<file path="config.mk">
export PLATFORM = sky130hd
export DESIGN_NAME = mct_divider
export DESIGN_NICKNAME = d
export VERILOG_FILES = /design/src/hw/rtl/multi_channel_tachometer_top_assert.svh /design/src/hw/rtl/mct_pkg.sv /design/src/hw/rtl/mct_divider.sv
export SDC_FILE = /design/constraint.sdc
export NUM_CORES = 1
export LEC_CHECK = 0
export BUFFER_PORTS_ARGS = -buffer_cell sky130_fd_sc_hd__buf_2
export CAP_MARGIN = 25
export CORE_ASPECT_RATIO = 2
export CORE_MARGIN = 3
export CORE_UTILIZATION = 55
export DETAILED_ROUTE_END_ITERATION = 8
export PLACE_DENSITY_LB_ADDON = 0.05
export SETUP_SLACK_MARGIN = 0.5
export SLEW_MARGIN = 10
export SYNTH_ARGS = -nofsm -noshare
export SYNTH_HDL_FRONTEND = slang
export SYNTH_SLANG_ARGS = --single-unit
</file>
<file path="constraint.sdc">
create_clock -name clock -period 7.7 [get_ports clock]
set_input_delay 1.54 -clock clock [delete_from_list [all_inputs] [get_ports clock]]
set_output_delay 1.54 -clock clock [all_outputs]
set_load 0.05 [all_outputs]
</file>
<file path="src/hw/rtl/multi_channel_tachometer_top_assert.svh">
// assertion macros for the tachometer top level
`ifndef MULTI_CHANNEL_TACHOMETER_TOP_ASSERT_SVH
`define MULTI_CHANNEL_TACHOMETER_TOP_ASSERT_SVH

// a holds at an edge, b holds in the cycle after
`define MCT_ASSERT_NEXT(label, clk, rst, a, b) \
   label: assert property (@(posedge clk) disable iff (rst) (a) |=> (b)) \
      else $error("assertion failed");

// a implies b at the same edge
`define MCT_ASSERT_SAME(label, clk, rst, a, b) \
   label: assert property (@(posedge clk) disable iff (rst) (a) |-> (b)) \
      else $error("assertion failed");

`endif

</file>
<file path="src/hw/rtl/mct_pkg.sv">
// ----------------------------------------------------------------------------
// mct_pkg
// shared types and constants of the three-channel tachometer
// ----------------------------------------------------------------------------
package mct_pkg;

   localparam int unsigned CountFreq = 100000;
   localparam int unsigned ChanCount = 3;
   localparam logic [63:0] RpmScale = 64'(60) * 64'(CountFreq);
   localparam int unsigned DivSteps = 64;

   localparam logic [1:0] OP_TICK   = 2'd0;
   localparam logic [1:0] OP_PULSE  = 2'd1;
   localparam logic [1:0] OP_UPDATE = 2'd2;
   localparam logic [1:0] OP_ADC    = 2'd3;

   localparam logic [2:0] REG_PPR0 = 3'd0;
   localparam logic [2:0] REG_PPR1 = 3'd1;
   localparam logic [2:0] REG_PPR2 = 3'd2;
   localparam logic [2:0] REG_MAX0 = 3'd3;
   localparam logic [2:0] REG_MAX1 = 3'd4;
   localparam logic [2:0] REG_MAX2 = 3'd5;
   localparam logic [2:0] REG_THR  = 3'd6;

   typedef enum logic [3:0] {
      ST_IDLE,
      ST_DECODE,
      ST_PMUL1,
      ST_PMUL2,
      ST_PCHECK,
      ST_PDIV,
      ST_PWAIT,
      ST_PDONE,
      ST_UPREP,
      ST_UMUL1,
      ST_UMUL2,
      ST_UDIV,
      ST_UWAIT,
      ST_UDONE,
      ST_RESULT
   } state_type;

   typedef struct packed {
      logic        start;
      logic [63:0] dividend;
      logic [63:0] divisor;
   } div_req_type;

   typedef struct packed {
      logic        done;
      logic [63:0] quotient;
      logic [63:0] remainder;
   } div_rsp_type;

   function automatic logic [31:0] sat_inc(input logic [31:0] a, input logic [31:0] b);
      logic [32:0] s;
      s = {1'b0, a} + {1'b0, b};
      return s[32] ? 32'hFFFF_FFFF : s[31:0];
   endfunction

endpackage

</file>
<file path="src/hw/rtl/mct_divider.sv">
// ----------------------------------------------------------------------------
// mct_divider
// restoring divider, one quotient bit per cycle, 64 by 64 bits
// ----------------------------------------------------------------------------
module mct_divider
   import mct_pkg::*;
(
   input  logic        clock,
   input  logic        reset,
   input  div_req_type req,
   output div_rsp_type rsp
);

   logic [63:0] rem_ff, rem_in;
   logic [63:0] quo_ff, quo_in;
   logic [63:0] den_ff, den_in;
   logic [6:0]  cnt_ff, cnt_in;
   logic        busy_ff, busy_in;
   logic        done_ff, done_in;
   logic [64:0] trial;
   logic [64:0] shifted;

   always_comb begin
      rem_in  = rem_ff;
      quo_in  = quo_ff;
      den_in  = den_ff;
      cnt_in  = cnt_ff;
      busy_in = busy_ff;
      done_in = 1'b0;
      shifted = {rem_ff, quo_ff[63]};
      trial   = shifted - {1'b0, den_ff};
      if (req.start) begin
         rem_in  = '0;
         quo_in  = req.dividend;
         den_in  = req.divisor;
         cnt_in  = '0;
         busy_in = 1'b1;
      end else if (busy_ff) begin
         if (!trial[64]) begin
            rem_in = trial[63:0];
            quo_in = {quo_ff[62:0], 1'b1};
         end else begin
            rem_in = shifted[63:0];
            quo_in = {quo_ff[62:0], 1'b0};
         end
         cnt_in = cnt_ff + 7'd1;
         if (cnt_ff == 7'(DivSteps - 1)) begin
            busy_in = 1'b0;
            done_in = 1'b1;
         end
      end
   end

   always_ff @(posedge clock) begin
      rem_ff <= rem_in;
      quo_ff <= quo_in;
      den_ff <= den_in;
      cnt_ff <= cnt_in;
      if (reset) begin
         busy_ff <= 1'b0;
         done_ff <= 1'b0;
      end else begin
         busy_ff <= busy_in;
         done_ff <= done_in;
      end
   end

   assign rsp.done      = done_ff;
   assign rsp.quotient  = quo_ff;
   assign rsp.remainder = rem_ff;

endmodule

</file>
==> results.txt <==
status: finished clean
TritonCTS Buffers: 20
Fin Setup TNS: 0 ns
Post-Synth XOR/XNOR Area: 4.016%
crit path max fanout: 51
Max Clock Freq: 239.5 MHz
Tmin final: 4.175 ns
leakage: 5.937 nW
crit path DAT: 4.54 ns
fraction of the mapped netlist area in simple logic gates: 13.36%
Reg area: 0.005309 mm²
most instantiated cells after synthesis: nand2_1, edfxtp_1, a21oi_1, nor2_1, inv_1
Hold Buf Count CTS: 0
H-tree Lvls: 1
DP Cell Count: 1691
initial antenna violation count: 0
crit path kind: flip-flop to flip-flop
DR pass1 iterations: 7
FF+latch count, synth: 201
Std-Cell Rows: 75
sequential share of the synthesized area: 45.17%
Mapped Nets: 1423
Synth Area in Compound Gates: 18.48%
layout cell share with drive strength beyond 1: 25.72%
CP Launch Type: flip-flop
CTS sink count: 201
wire per inst: 19.92 µm
IO buf count: 259
Hold Path Class: flip-flop to flip-flop
die height: 212.7 µm
GP Congestion: 0.9331
DR iter-0 viols: 603
Root Buffer: clkbuf_16
GRT Util Overall: 28.88%
Layout area overhead: 17.92%
main flop type after synthesis: edfxtp_1
post-CTS sizing: 0
I/O Pins: 260
final hold violations: 0
Synth Instances: 1226
hold_sp: cnt_ff[6]
Starting Density: 55.87%
transition time of the tightest slew-check pin: 0.8502 ns
# setup viols final: 0
CTS max path bufs: 3
DRC: 0
vias per cell: 5.945
leading area contributor after synthesis: edfxtp_1
FFs w/ async S/R, synth: 0%
largest net degree at the start of global routing: 137
CTS tree: built
RSZ-0062 raised after global routing: false
post-CTS setup buffer count: 0
fin nets: 1641
proportion of synthesized area in mux cells: 6.765%
top-area cell type share of the netlist area: 32.73%
CP startpoint: quo_ff[63]
critical path required time: 8.06 ns
global route total overflow: 0
first-pass GRT wire length: 52.32 mm
most numerous cell in the Yosys netlist: nand2_1
post-DP HPWL: 25.84 mm
Reg clk slew, reported paths: 0.07 ns
Critical Path End Type: flip-flop
Antenna Nets Post-Route: 0
mean area per synthesized cell: 9.580 µm²
power per cell area: 246.6 mW/mm²
die area: 0.02325 mm²
Post-synth EDFFs: 128
vias in the first global route: 10450
fin cells: 1727
final-report max-slew violation count: 0
core area: 0.02102 mm²
synth warn: 0
Layout fillers: 1779
Synth area leaders: edfxtp_1, dfxtp_1, ha_1
slew margin rel.: 42.93%
post-synthesis adder-cell area fraction: 7.095%
mapped cell area: 0.01175 mm²
launching point of the worst reg2reg path: quo_ff[63]
Max Cap Violations: 0
vias after detailed routing: 10270
clock latency on the worst-skew pair: 0.51 ns
largest family of logic cells by synthesized area: compound AO/OA/AOI/OAI gates
Detailed Route WL: 34.40 mm
n_diodes: 0
Final Skew: 0.006865 ns
maximum vdd ir drop: 229.2 µV
Die Wd: 109.3 µm
area of the multi-input gates: 0.005858 mm²
post-synth cell types: 65
Final Cycle Share: 54.22%
==> final cells by class <==
class / count / share of cell area (%)
Clock buffer: 27 / 3.957
Clock inverter: 9 / 0.8854
Inverter: 84 / 2.277
Multi-Input combinational cell: 872 / 42.30
Sequential cell: 201 / 38.33
Tap cell: 269 / 2.430
Timing Repair Buffer: 265 / 9.820
==> cells by family after synthesis <==
logic type | after synthesis
flip-flops | 201
multiplexers | 71
AND/OR/NAND/NOR | 349
buffers and inverters | 153
adder cells (fa/ha/maj) | 66
XOR/XNOR | 53
AO/OA/AOI/OAI | 333
==> power by group <==
| group | switching (mW) | total, mW | internal, mW |
|---|---|---|---|
| Combinational | 0.734 | 1.07 | 0.333 |
| Sequential | 0.0719 | 1.33 | 1.26 |
| Clock | 0.418 | 1.02 | 0.602 |
==> stage by stage <==
step                utilization, %  instance area (µm²)  setup WS, ns  total power, mW  hold slack, ns
global route                 65.89                13850         3.260            3.559          0.5112
global placement             62.70                13180         3.634            2.398          0.4705
finish                       65.89                13850         3.525            3.415          0.4925
CTS                          65.89                13850         3.514            3.427          0.4850
floorplan                        -                11750         3.861            2.116          0.4539
detailed placement           62.70                13180         3.547            2.406          0.4756
==> layer usage <==
layer | part of all wire (%) | vias up | track usage (%) | wire length, µm
li1 | - | 4915 | - | -
met1 | 33 | 4844 | 28.07 | 11450
met2 | 57 | 387 | 56.66 | 19450
met3 | 4.3 | 121 | 3.359 | 1492
met4 | 5.8 | 0 | 15.88 | 2003
met5 | 0 | - | 0 | 0
==> worst max-delay path: stages, from the launching register on <==
cell      delay [ns]
edfxtp_1        0.36
inv_1           0.05
ha_1            0.21
fa_1            0.38
nand2b_1        0.19
a21o_1          0.20
a211oi_2        0.27
a21boi_1        0.12
o21ba_2         0.28
o41ai_4         0.65
xor2_4          0.16
buf_4           0.51
mux2_2          0.40
mux2i_1         0.14
o22ai_1         0.10
==> layout by cell type (no fill, tap or decap), types with 29 or more instances in the layout <==
cell type	n
nor2_1	104
buf_2	258
ha_1	65
dfxtp_1	72
inv_1	82
mux2_2	67
a21oi_1	113
a311oi_1	36
edfxtp_1	128
nand2_1	134
nand4_1	29
xnor2_1	30
o21ai_0	55
==> final timing paths <==
kind                end  depth (start not counted)  slack, ns
max          rem_ff[62]                         14       3.53
min           cnt_ff[6]                          2       0.49
max reg2reg  rem_ff[62]                         14       3.53
min reg2reg   cnt_ff[6]                          2       0.49
==> registers in the layout, indices dropped and copies added, names as in the netlist <==
name     count
quo_ff      64
cnt_ff       7
done_ff      1
den_ff      64
busy_ff      1
rem_ff      64
No activity file was read; power rests on OpenSTA's default activity.
